==> src/tvws_pkg.sv <==
// Shared types, constants and the sine table for the two-voice wavetable sequencer.
`default_nettype none

package tvws_pkg;

    localparam int SCORE_DEPTH = 256;
    localparam int SCORE_AW    = $clog2(2 * SCORE_DEPTH);

    localparam int KIND_W   = 3;
    localparam int INDEX_W  = 8;
    localparam int PITCH_W  = 16;
    localparam int DUR_W    = 16;
    localparam int SCORE_W  = PITCH_W + DUR_W;
    localparam int POS_W    = 8;
    localparam int COUNT_W  = 16;
    localparam int PHASE_W  = 5;
    localparam int LEVEL_W  = 11;
    localparam int DAC_W    = 12;
    localparam int VOL_W    = 8;

    localparam int DIV_STEPS = DAC_W;
    localparam int DIV_CNT_W = $clog2(DIV_STEPS + 1);

    localparam logic [LEVEL_W-1:0] LEVEL_MID = LEVEL_W'(1024);
    localparam logic [VOL_W-1:0]   VOL_RESET = VOL_W'(1);

    localparam logic [KIND_W-1:0] KIND_LOAD   = 3'd0;
    localparam logic [KIND_W-1:0] KIND_START  = 3'd1;
    localparam logic [KIND_W-1:0] KIND_STOP   = 3'd2;
    localparam logic [KIND_W-1:0] KIND_TICK_A = 3'd3;
    localparam logic [KIND_W-1:0] KIND_TICK_B = 3'd4;
    localparam logic [KIND_W-1:0] KIND_BEAT   = 3'd5;

    localparam logic VOICE_A = 1'b0;
    localparam logic VOICE_B = 1'b1;

    typedef struct packed {
        logic                start;
        logic [DAC_W-1:0]    dividend;
        logic [VOL_W-1:0]    divisor;
    } div_req_t;

    typedef struct packed {
        logic                done;
        logic [DAC_W-1:0]    quotient;
    } div_rsp_t;

    function automatic logic [SCORE_AW-1:0] score_addr(input logic v,
                                                       input logic [POS_W-1:0] pos);
        logic [SCORE_AW-1:0] base;
        logic [SCORE_AW-1:0] offs;
        base = v ? SCORE_AW'(SCORE_DEPTH) : '0;
        offs = SCORE_AW'(pos % SCORE_DEPTH);
        return base + offs;
    endfunction

    function automatic logic [LEVEL_W-1:0] sine_level(input logic [PHASE_W-1:0] ph);
        logic [LEVEL_W-1:0] lvl;
        case (ph)
            5'd0:    lvl = 11'd1024;
            5'd1:    lvl = 11'd1200;
            5'd2:    lvl = 11'd1368;
            5'd3:    lvl = 11'd1524;
            5'd4:    lvl = 11'd1660;
            5'd5:    lvl = 11'd1772;
            5'd6:    lvl = 11'd1855;
            5'd7:    lvl = 11'd1907;
            5'd8:    lvl = 11'd1924;
            5'd9:    lvl = 11'd1907;
            5'd10:   lvl = 11'd1855;
            5'd11:   lvl = 11'd1772;
            5'd12:   lvl = 11'd1660;
            5'd13:   lvl = 11'd1524;
            5'd14:   lvl = 11'd1368;
            5'd15:   lvl = 11'd1200;
            5'd16:   lvl = 11'd1024;
            5'd17:   lvl = 11'd848;
            5'd18:   lvl = 11'd680;
            5'd19:   lvl = 11'd524;
            5'd20:   lvl = 11'd388;
            5'd21:   lvl = 11'd276;
            5'd22:   lvl = 11'd193;
            5'd23:   lvl = 11'd141;
            5'd24:   lvl = 11'd124;
            5'd25:   lvl = 11'd141;
            5'd26:   lvl = 11'd193;
            5'd27:   lvl = 11'd276;
            5'd28:   lvl = 11'd388;
            5'd29:   lvl = 11'd524;
            5'd30:   lvl = 11'd680;
            default: lvl = 11'd848;
        endcase
        return lvl;
    endfunction

endpackage

`default_nettype wire

==> src/tvws_div.sv <==
// Iterative restoring divider for the mix level, one quotient bit per cycle.
`default_nettype none

module tvws_div (
    input  wire logic               clk,
    input  wire logic               rst_n,
    input  wire tvws_pkg::div_req_t req,
    output      tvws_pkg::div_rsp_t rsp
);

    logic                              busy_reg;
    logic                              done_reg;
    logic [tvws_pkg::DIV_CNT_W-1:0]    cnt_reg;
    logic [tvws_pkg::DAC_W-1:0]        quo_reg;
    logic [tvws_pkg::VOL_W-1:0]        rem_reg;
    logic [tvws_pkg::VOL_W-1:0]        dvs_reg;

    logic [tvws_pkg::VOL_W:0]          shifted;
    logic [tvws_pkg::VOL_W:0]          diff;
    logic                              ge;

    assign shifted = {rem_reg, quo_reg[tvws_pkg::DAC_W-1]};
    assign diff    = shifted - {1'b0, dvs_reg};
    assign ge      = shifted >= {1'b0, dvs_reg};

    always_ff @(posedge clk or negedge rst_n)
    begin
        if (!rst_n)
        begin
            busy_reg <= 1'b0;
            done_reg <= 1'b0;
            cnt_reg  <= '0;
        end
        else
        begin
            done_reg <= 1'b0;
            if (req.start)
            begin
                busy_reg <= 1'b1;
                cnt_reg  <= tvws_pkg::DIV_CNT_W'(tvws_pkg::DIV_STEPS);
            end
            else if (busy_reg)
            begin
                cnt_reg <= cnt_reg - 1'b1;
                if (cnt_reg == tvws_pkg::DIV_CNT_W'(1))
                begin
                    busy_reg <= 1'b0;
                    done_reg <= 1'b1;
                end
            end
        end
    end

    always_ff @(posedge clk)
    begin
        if (req.start)
        begin
            quo_reg <= req.dividend;
            rem_reg <= '0;
            // a zero divisor divides as one
            dvs_reg <= (req.divisor == '0) ? tvws_pkg::VOL_W'(1) : req.divisor;
        end
        else if (busy_reg)
        begin
            quo_reg <= {quo_reg[tvws_pkg::DAC_W-2:0], ge};
            rem_reg <= ge ? diff[tvws_pkg::VOL_W-1:0] : shifted[tvws_pkg::VOL_W-1:0];
        end
    end

    assign rsp.done     = done_reg;
    assign rsp.quotient = quo_reg;

endmodule

`default_nettype wire

==> config.mk <==
export PLATFORM = sky130hd
export DESIGN_NAME = tvws_div
export DESIGN_NICKNAME = d
export VERILOG_FILES = /design/src/tvws_pkg.sv /design/src/tvws_div.sv
export SDC_FILE = /design/constraint.sdc
export NUM_CORES = 1
export LEC_CHECK = 0
export BUFFER_PORTS_ARGS = -buffer_cell sky130_fd_sc_hd__buf_4
export CELL_PAD_IN_SITES_DETAIL_PLACEMENT = 1
export CELL_PAD_IN_SITES_GLOBAL_PLACEMENT = 2
export CORE_MARGIN = 1
export CORE_UTILIZATION = 38
export DETAILED_ROUTE_END_ITERATION = 6
export HOLD_SLACK_MARGIN = 0.02
export PLACE_DENSITY = 0.94
export SYNTH_ARGS = -nofsm -noshare
export SYNTH_HDL_FRONTEND = slang
export SYNTH_SLANG_ARGS = --single-unit
==> constraint.sdc <==
create_clock -name clk -period 3.17 [get_ports clk]
set_input_delay 0.1585 -clock clk [delete_from_list [all_inputs] [get_ports clk]]
set_output_delay 0.1585 -clock clk [all_outputs]
set_load 0.02 [all_outputs]
======== Word-level counts from Yosys, hierarchy flattened ========
Cells that the tools add are included.
operators by class
  $lt $le $gt $ge ......................... 1
  muxes and demuxes ....................... 11
  reductions and logical operators ........ 2
  add/subtract/negate cells ............... 2
  equal/unequal tests ..................... 1
operators by type and width
  kind                                                                    count
  12-bit 2-to-1 mux                                                       2
  9-bit by 8-bit >= comparator with 1-bit output                          1
  8-bit logical NOT                                                       1
  4-bit 2-to-1 mux                                                        2
  8-bit 2-to-1 mux                                                        1
  8-bit subtractor                                                        1
  1-bit 2-to-1 mux                                                        6
  4-bit by 1-bit equality test with 1-bit output (second input constant)  1
  4-bit by 1-bit subtractor with 4-bit output (second input constant)     1
  2-bit nonzero test                                                      1
word-level totals
  bits of input ports ..................... 23
  flip-flop bits (word level) ............. 34
  word-level logic and storage cells ...... 23
  output and inout bits ................... 13

======== Depth between registers and ports, before layout ========
Gate-level depths: netlist (run 1).
  depth after elaboration ................. 4
  depth in mapped cells ................... 8
  gate-level depth less buffers ........... 8

======== Least setup slack after synthesis (run 1) ========
Ideal clock, no wire load.
  kind .................................... reg-to-reg
  start ................................... register quo_reg[11] (netlist name)
  end ..................................... register rem_reg[6] (netlist name)
  clock period less this slack ............ 1.990 ns
  setup slack ............................. 1.180 ns
  data arrival time ....................... 1.905 ns
  data required time ...................... 3.086 ns
  cell stages (with the launch flop) ...... 9
  cell sequence ........................... edfxtp_1 inv_1 ha_1 fa_1 nand2b_1 a21oi_1 or4b_1 and4_1 o31ai_2
on the way
  word-level cells in the longest chain between the ends .. 2
RTL lines
  element                                                                             line                            text
  start, declared                                                                     tvws_div.sv:14                  logic [tvws_pkg::DAC_W-1:0] quo_reg;
  start signal, assigned                                                              tvws_div.sv:58                  quo_reg <= req.dividend;
  start signal, assigned                                                              tvws_div.sv:65                  quo_reg <= {quo_reg[tvws_pkg::DAC_W-2:0], ge};
  8-bit subtractor or 9-bit by 8-bit >= comparator with 1-bit output (tied branches)  tvws_div.sv:23, tvws_div.sv:24
  8-bit 2-to-1 mux *                                                                  tvws_div.sv:66                  rem_reg <= ge ? diff[tvws_pkg::VOL_W-1:0] : shifted[tvws_pkg::VOL_W-1:0];
  end signal, assigned                                                                tvws_div.sv:66
  end, declared                                                                       tvws_div.sv:15                  logic [tvws_pkg::VOL_W-1:0] rem_reg;
Mark *: on every way between the ends. The rest lies on a longest branch, timed or not.
A chain may end at the register's enable or synchronous reset.

======== Worst setup path after layout (run 1) ========
Same ends and word-level chain as after synthesis.

==> results of run 1 <==
per-layer routing:
layer / up-vias / share of wire / global-route usage
met2: 38 / 0.48 / 0.296
met4: 0 / 0.013 / 0.0588
met5: - / 0 / 0
met3: 6 / 0.061 / 0.0472
li1: 645 / - / -
met1: 633 / 0.45 / 0.211
stage by stage:
stage	hold slack, ns	instance area [sq um]	setup WS, ns	power (mW)
global placement	-0.0291	2150	1.26	1.20
finish	0.0603	2240	1.13	1.52
detailed placement	-0.0275	2150	1.16	1.21
global route	0.0529	2240	1.03	1.61
floorplan	-0.137	1860	1.18	1.08
CTS	0.0528	2240	1.14	1.53
cell families (layout without fill, tap and decap cells):
| kind of cell | Yosys count | in the layout |
|---|---|---|
| AO/OA/AOI/OAI | 28 | 28 |
| XOR/XNOR | 7 | 7 |
| adder cells (fa/ha/maj) | 11 | 11 |
| buffers and inverters | 25 | 58 |
| flip-flops | 34 | 34 |
| multiplexers | 17 | 17 |
| AND/OR/NAND/NOR | 45 | 45 |
cell type report:
| class | instances | area share |
|---|---|---|
| Clock buffer | 6 | 0.0324 |
| Clock inverter | 2 | 0.00391 |
| Inverter | 13 | 0.0218 |
| Multi-Input combinational cell | 108 | 0.373 |
| Sequential cell | 34 | 0.406 |
| Tap cell | 67 | 0.0374 |
| Timing Repair Buffer | 37 | 0.125 |
cell usage after synthesis, types with 2 or more instances:
master | number | share of area
nor2_1 | 16 | 0.032
xnor2_1 | 5 | 0.024
inv_1 | 13 | 0.026
clkbuf_1 | 7 | 0.014
nor2b_1 | 4 | 0.013
edfxtp_1 | 20 | 0.32
o21ai_0 | 4 | 0.011
xor2_1 | 2 | 0.0094
a21oi_1 | 5 | 0.013
nand2_1 | 12 | 0.024
dfrtp_1 | 6 | 0.081
nand2b_1 | 4 | 0.013
mux2_2 | 12 | 0.073
ha_1 | 10 | 0.067
a21o_1 | 2 | 0.0081
a211oi_2 | 2 | 0.013
buf_1 | 3 | 0.0060
a21oi_2 | 2 | 0.0094
mux2i_1 | 4 | 0.022
dfxtp_1 | 8 | 0.086
a211oi_1 | 3 | 0.012
worst max-delay path: cells and delay by family, from the launching register on:
kind | cells | cell delay (ns)
buf+inv | 1 | 0.10
compound gates | 2 | 0.24
flops | 1 | 0.40
fa+ha+maj | 2 | 0.41
simple gates | 3 | 0.81
repair_timing:
action	in CTS	in global routing
hold buffers	1	0
hold endpoints to repair	6	0
resized for setup	0	0
path summary, 6_finish.rpt:
path                             startpoint  cells past startpoint         end
worst min-delay path                 req[4]                      1  dvs_reg[4]
worst max-delay path            quo_reg[11]                      8  rem_reg[6]
max in group asynchronous             rst_n                      2    busy_reg
worst max register to register  quo_reg[11]                      8  rem_reg[6]
min in group asynchronous             rst_n                      2  cnt_reg[3]
worst min register to register   rem_reg[6]                      2  rem_reg[6]
power by group:
group          internal (mW)  total, mW  switching (mW)
registers              0.552      0.604          0.0521
clock network          0.151      0.308           0.157
logic                  0.282      0.603           0.321
==> results.json, run 1 <==
{
  "fin_cells": 267,
  "grt_pass1_wl_um": 6830,
  "wl_um": 4110,
  "tightest_slew_ns": 0.571,
  "ys_warn_count": 0,
  "yosys.area_share.xor_xnor": 0.0329,
  "multiInputGateArea_sq_um": 837,
  "slowest_stage": "or4b_1",
  "finalSetupTns_ns": 0,
  "core_area_sq_mm": 0.00472,
  "powerDensity_mw_per_mm2": 676,
  "cts_buffers": 5,
  "clock_sinks": 34,
  "run_status": "finished, final reports clean",
  "ys_seq_area_frac": 0.489,
  "largest_reg_flops": 12,
  "end_kind": "flop",
  "dp_hpwl_um": 3080,
  "cp-start-kind": "flop",
  "critPathArrivalTime_ns": 2.25,
  "cp_max_fo": 3,
  "wl_per_cell_um": 15.4,
  "htree_num_levels": 2,
  "vias_per_cell": 4.95,
  "layout_commonest_cell": "buf_4",
  "synth_compound_area_frac": 0.118,
  "area_growth_pct": 20.4,
  "grt.total_usage": 0.173,
  "io_pins": 36,
  "nNetsFinal": 233,
  "slew_viol_final": 0,
  "relSlewSlack": 0.618,
  "regArea_sq_um": 911,
  "synth_seq_cells": 34,
  "synthSimpleGateAreaFrac": 0.118,
  "dr.pass1.iters": 4,
  "gp_congestion": 0.818,
  "period_share": 0.645,
  "num_vias": 1322,
  "synth_top_family_by_area": "compound AO/OA/AOI/OAI gates",
  "rsz0062_at_grt": "false",
  "final_layout_size_suffix_gt1_frac": 0.315,
  "crit_chain": "inv_1, ha_1, fa_1, nand2b_1, a21oi_1, or4b_1, and4_1, o31ai_2",
  "cts.clk_slew.worst_paths_ns": 0.07,
  "synth_edf_count": 20,
  "num_rows": 25,
  "io_buffers": 35,
  "hold_violations": 0,
  "start_util": 0.394,
  "post-place-cells": 258,
  "layout_common_cells": "buf_4, edfxtp_1, nor2_1",
  "critical_path_required_ns": 3.38,
  "worst_hold_path_type": "input pin to flop",
  "synthMuxAreaShare": 0.102,
  "syn-instance-count": 167,
  "fp.dieW_um": 72.0,
  "gr-total-overflow": 0,
  "clk_latency_ns": 0.28,
  "p_leak_nw": 0.950,
  "ant_nets": 0,
  "path_class": "flop to flop",
  "slowest_delay_ns": 0.48,
  "fin_crit_ns": 2.04,
  "cts_tree": "built",
  "first_global_vias": 1418,
  "synth_ff_type": "edfxtp_1",
  "synthesis.nets": 201,
  "synth_area_sq_mm": 0.00186,
  "antenna_found_initial": 0,
  "synth-adder-area-share": 0.0780,
  "vdd_drop_max_uv": 345,
  "finalClockSkew_ns": 0.00396,
  "ys_async_sr_fraction": 0.176,
  "route.detailed.drc": 0,
  "drt_iter0_drc": 66,
  "grt_max_degree": 32,
  "setup_viol": 0,
  "cts-root-buf": "clkbuf_8",
  "r2r_slack_ns": 1.13,
  "syn_area_per_cell_sq_um": 11.1,
  "diodes": 0,
  "postLayoutCoreUtil": 0.475,
  "maxCapViolCount": 0,
  "die_height_um": 72.0,
  "fill_cells": 532,
  "dieArea_sq_mm": 0.00518,
  "cts_setup_buffers": 0,
  "fmax_mhz": 489,
  "ys_types": 44,
  "clock_path_buffers": 2
}
No activity file was read; power rests on OpenSTA's default activity.
==> inputs of run 2 (changes only) <==
- CORE_UTILIZATION: 38 -> 35
- PLACE_DENSITY: 0.94 -> 0.88
- clock period: 3.17 -> 2 ns (I/O delays scaled with it)
==> results.json, run 2 (synthesis results as in run 1) <==
{
  "layout_common_cells": "buf_4, edfxtp_1, nor2_1",
  "tightest_slew_ns": 0.469,
  "cts_buffers": 5,
  "diodes": 0,
  "hold_violations": 0,
  "clock_path_buffers": 2,
  "cp_top_family": "compound AO/OA/AOI/OAI gates",
  "start_util": 0.365,
  "io_pins": 36,
  "layout_commonest_cell": "buf_4",
  "fp.dieW_um": 74.9,
  "worst_hold_path_type": "input pin to flop",
  "clk_latency_ns": 0.29,
  "end_kind": "flop",
  "die_height_um": 74.9,
  "clock_sinks": 34,
  "area_growth_pct": 28.0,
  "ant_nets": 0,
  "largest_reg_flops": 12,
  "first_global_vias": 1364,
  "run_status": "finished, final reports clean",
  "p_leak_nw": 1.01,
  "grt_pass1_wl_um": 6740,
  "num_vias": 1372,
  "num_rows": 26,
  "postLayoutCoreUtil": 0.466,
  "slowest_delay_ns": 0.42,
  "finalClockSkew_ns": 0.00988,
  "grt.total_usage": 0.166,
  "nNetsFinal": 244,
  "path_class": "flop to flop",
  "cp-start-kind": "flop",
  "setup_viol": 0,
  "core_area_sq_mm": 0.00511,
  "setup_ws_ns": 0.0935,
  "relSlewSlack": 0.685,
  "dieArea_sq_mm": 0.00562,
  "cp_num_buf_inv": 0,
  "vdd_drop_max_uv": 572,
  "gp_congestion": 0.753,
  "cp_max_fo": 12,
  "drt_iter0_drc": 50,
  "cts-root-buf": "clkbuf_8",
  "route.detailed.drc": 0,
  "wl_per_cell_um": 15.1,
  "maxCapViolCount": 0,
  "crit_chain": "ha_1, a21oi_1, o21ai_1, a21o_4, mux2_4, a211oi_2",
  "htree_num_levels": 2,
  "dp_slack_ns": 0.00375,
  "slew_viol_final": 0,
  "rsz0062_at_grt": "true",
  "dp_hpwl_um": 3050,
  "final_layout_size_suffix_gt1_frac": 0.346,
  "fmax_mhz": 525,
  "period_share": 0.953,
  "dr.pass1.iters": 2,
  "fin_cells": 281,
  "timing.hold.ws_ns": 0.0763,
  "antenna_found_initial": 0,
  "critical_path_required_ns": 2.21,
  "wl_um": 4230,
  "post-place-cells": 264,
  "io_buffers": 35,
  "cts.clk_slew.worst_paths_ns": 0.07,
  "gr-total-overflow": 0,
  "finalSetupTns_ns": 0,
  "powerDensity_mw_per_mm2": 1060,
  "slowest_stage": "ha_1",
  "critPathArrivalTime_ns": 2.11,
  "fin_crit_ns": 1.91,
  "cts_tree": "built",
  "grt_max_degree": 32,
  "vias_per_cell": 4.88
}
[run 2: stage by stage]
| stage | power (mW) | cell area (sq um) |
|---|---|---|
| floorplan | 1.71 | 1860 |
| global route | 2.66 | 2380 |
| global placement | 1.93 | 2180 |
| finish | 2.51 | 2380 |
| CTS | 2.49 | 2350 |
| detailed placement | 1.95 | 2180 |
[run 2: cell type report]
| cell class | instances | area, sq um |
|---|---|---|
| fillers | 580 | 2730 |
| flip-flops and latches | 34 | 911 |
| multi-input cells | 108 | 863 |
| repair buffers | 48 | 380 |
| well taps | 70 | 87.6 |
| clock buffers | 7 | 86.3 |
| inverters | 13 | 48.8 |
| clock inverters | 1 | 5.00 |
[run 2: power by group]
part	internal [mW]	switching (mW)	leakage (nW)
registers	0.875	0.0900	0.340
logic	0.497	0.528	0.620
clock network	0.278	0.246	0.0482
total	1.65	0.864	1.01
[run 2: worst paths after layout]
path,depth (start not counted),slack (ns),from,end
hold reg to reg,2,0.51,rem_reg[4],rem_reg[4]
hold / removal,2,0.08,req[0],dvs_reg[0]
setup / recovery,6,0.09,rem_reg[1],rem_reg[0]
max in group asynchronous,2,1.73,rst_n,done_reg
min in group asynchronous,2,0.16,rst_n,cnt_reg[3]
setup reg to reg,6,0.09,rem_reg[1],rem_reg[0]
[run 2: metal layers]
layer,part of all wire,wire length (um),GRT usage,vias to the layer above
li1,-,-,-,665
met1,0.46,1950,0.205,675
met2,0.49,2070,0.283,26
met3,0.035,148,0.0415,6
met4,0.014,59,0.0566,0
met5,0,0,0,-
[run 2: repair_timing]
action                                  CTS  global route
endpoints found under the setup margin    1             1
hold buffers                              8             0
resized for setup                         2             4
pin swaps                                 0             2
setup buffers                             0             1
hold endpoints to repair                 13             0
==> inputs of run 3 (changes only) <==
- ABC_AREA: not set -> 1
- CORE_UTILIZATION: 35 -> 32
==> results.json, run 3 <==
{
  "run_status": "finished, final reports clean",
  "layout_commonest_cell": "nand2_1",
  "postLayoutCoreUtil": 0.412,
  "ys_seq_area_frac": 0.460,
  "cts.repair.resized": 0,
  "clock_sinks": 34,
  "ys_types": 34,
  "rsz0062_at_grt": "false",
  "vias_per_cell": 4.60,
  "largest_reg_flops": 12,
  "synth_edf_count": 20,
  "yosysTopAreaCellShare": 0.303,
  "dieArea_sq_mm": 0.00651,
  "worst_hold_path_type": "input pin to flop",
  "first_global_vias": 1749,
  "wl_per_cell_um": 13.1,
  "finalClockSkew_ns": 0.00343,
  "end_kind": "flop",
  "seqPwrFrac": 0.373,
  "fmax_mhz": 573,
  "cts_setup_buffers": 0,
  "critPathArrivalTime_ns": 1.93,
  "io_buffers": 35,
  "vdd_drop_max_uv": 454,
  "fp.dieW_um": 80.7,
  "cts_buffers": 5,
  "fill_cells": 739,
  "synth_area_sq_mm": 0.00198,
  "dp_hpwl_um": 3400,
  "wl_um": 4670,
  "core_area_sq_mm": 0.00596,
  "clkPwrFrac": 0.198,
  "hold_buffers": 8,
  "ys_async_sr_fraction": 0.176,
  "ant_nets": 0,
  "htree_num_levels": 2,
  "dr.pass1.iters": 5,
  "clk_latency_ns": 0.29,
  "drt_iter0_drc": 37,
  "path_class": "flop to flop",
  "setup_viol": 0,
  "num_rows": 28,
  "maxCapViolCount": 0,
  "synth_common_cells": "nand2_1, inv_1, edfxtp_1",
  "ys_warn_count": 0,
  "route.detailed.drc": 0,
  "syn_area_per_cell_sq_um": 8.18,
  "cp-start-kind": "flop",
  "tightest_slew_ns": 0.563,
  "combPwrFrac": 0.429,
  "period_share": 0.873,
  "cts_tree": "built",
  "powerDensity_mw_per_mm2": 1030,
  "grt_pass1_wl_um": 8030,
  "antenna_found_initial": 0,
  "syn-instance-count": 242,
  "synthesis.nets": 276,
  "num_vias": 1643,
  "finalSetupTns_ns": 0,
  "switching_share": 0.387,
  "io_pins": 36,
  "grt.total_usage": 0.164,
  "layout_common_cells": "nand2_1, buf_4, inv_1",
  "synthTopCellsByArea": "edfxtp_1, nand2_1, dfxtp_1",
  "p_leak_nw": 1.25,
  "grt_max_degree": 25,
  "gp_congestion": 0.801,
  "final_layout_size_suffix_gt1_frac": 0.202,
  "clock_path_buffers": 2,
  "cts-root-buf": "clkbuf_8",
  "slew_viol_final": 0,
  "synth.most_common_cell": "nand2_1",
  "die_height_um": 80.7,
  "area_growth_pct": 23.8,
  "critical_path_required_ns": 2.18,
  "relSlewSlack": 0.624,
  "p_int_mw": 1.55,
  "nNetsFinal": 315,
  "cts.clk_slew.worst_paths_ns": 0.07,
  "synth_seq_cells": 34,
  "cp_max_fo": 3,
  "start_util": 0.333,
  "fin_crit_ns": 1.75,
  "hold_violations": 0,
  "dpl_cell_area_sq_mm": 0.00229,
  "gr-total-overflow": 0,
  "p_sw_uw": 978,
  "diodes": 0,
  "synth_ff_type": "edfxtp_1",
  "synth_top_area_cell": "edfxtp_1",
  "design_area_sq_mm": 0.00245
}
run 3: cell count changes in the layout (fill, tap and decap cells not counted), moves of 3 or more:
cell	change
nor2b_1	-4
a211oi_1	-3
nand3b_1	+4
nand3_2	+4
xnor2_1	-4
nand2_1	+80
inv_1	+19
mux2_2	-12
nand3_1	+13
nor2_1	-10
buf_4	-4
mux2i_1	-4
nor2_2	+4
nand2b_1	-3
run 3: layout make-up:
cell class,count,area (sq um),area share
Clock inverter,1,7.51,0.00306
Sequential cell,34,911,0.371
Clock buffer,7,76.3,0.0311
Tap cell,75,93.8,0.0383
Inverter,31,116,0.0474
Multi-Input combinational cell,165,897,0.366
Timing Repair Buffer,44,350,0.143
run 3: logic make-up after synthesis:
logic type | count (synthesis) | share of synthesized area
simple gates | 138 | 0.327
buf+inv | 43 | 0.0872
flops | 34 | 0.460
compound gates | 13 | 0.0398
fa+ha+maj | 11 | 0.0733
xor+xnor | 3 | 0.0133
run 3: metrics by stage:
| step | setup slack (ns) | instances | total power, mW | hold slack [ns] |
|---|---|---|---|---|
| 2_1_floorplan | 0.257 | 242 | 1.76 | -0.196 |
| 3_3_place_gp | 0.265 | 341 | 2.01 | -0.0866 |
| 3_5_place_dp | 0.254 | 341 | 2.02 | -0.0858 |
| 4_1_cts | 0.239 | 357 | 2.56 | 0.0713 |
| 5_1_grt | 0.0449 | 357 | 2.73 | 0.0716 |
| 6_report | 0.255 | 357 | 2.53 | 0.0804 |
run 3: power by group through the flow:
stage / Sequential (mW) / Clock [mW] / Combinational (mW)
after floorplan: 0.978 / 0 / 0.778
after global placement: 0.953 / 0 / 1.06
after detailed placement: 0.955 / 0 / 1.07
after CTS: 0.944 / 0.523 / 1.10
after global routing: 0.958 / 0.546 / 1.22
final: 0.942 / 0.500 / 1.08
run 3: critical path, cell delays in order (launching register included):
cell,delay (ns)
edfxtp_1,0.37
inv_1,0.08
ha_1,0.23
fa_1,0.42
o21bai_1,0.19
xnor2_1,0.14
nand2_1,0.08
nand3_1,0.08
nand2_1,0.05
run 3: worst paths after layout:
path                                   from          to  slack, ns  cells past startpoint
min in group asynchronous             rst_n  cnt_reg[1]       0.18                      2
worst min-delay path                 req[0]  dvs_reg[0]       0.08                      2
worst min register to register   rem_reg[6]  rem_reg[6]       0.47                      2
worst max register to register  quo_reg[11]  rem_reg[4]       0.25                      8
max in group asynchronous             rst_n  cnt_reg[0]       1.71                      2
worst max-delay path            quo_reg[11]  rem_reg[4]       0.25                      8
run 3: metal layers:
layer  share of wire  GRT usage  vias up
met5               0          0        -
met4           0.019     0.0661        0
met3           0.038     0.0375        9
met2            0.46      0.266       31
met1            0.48      0.207      755
li1                -          -      848
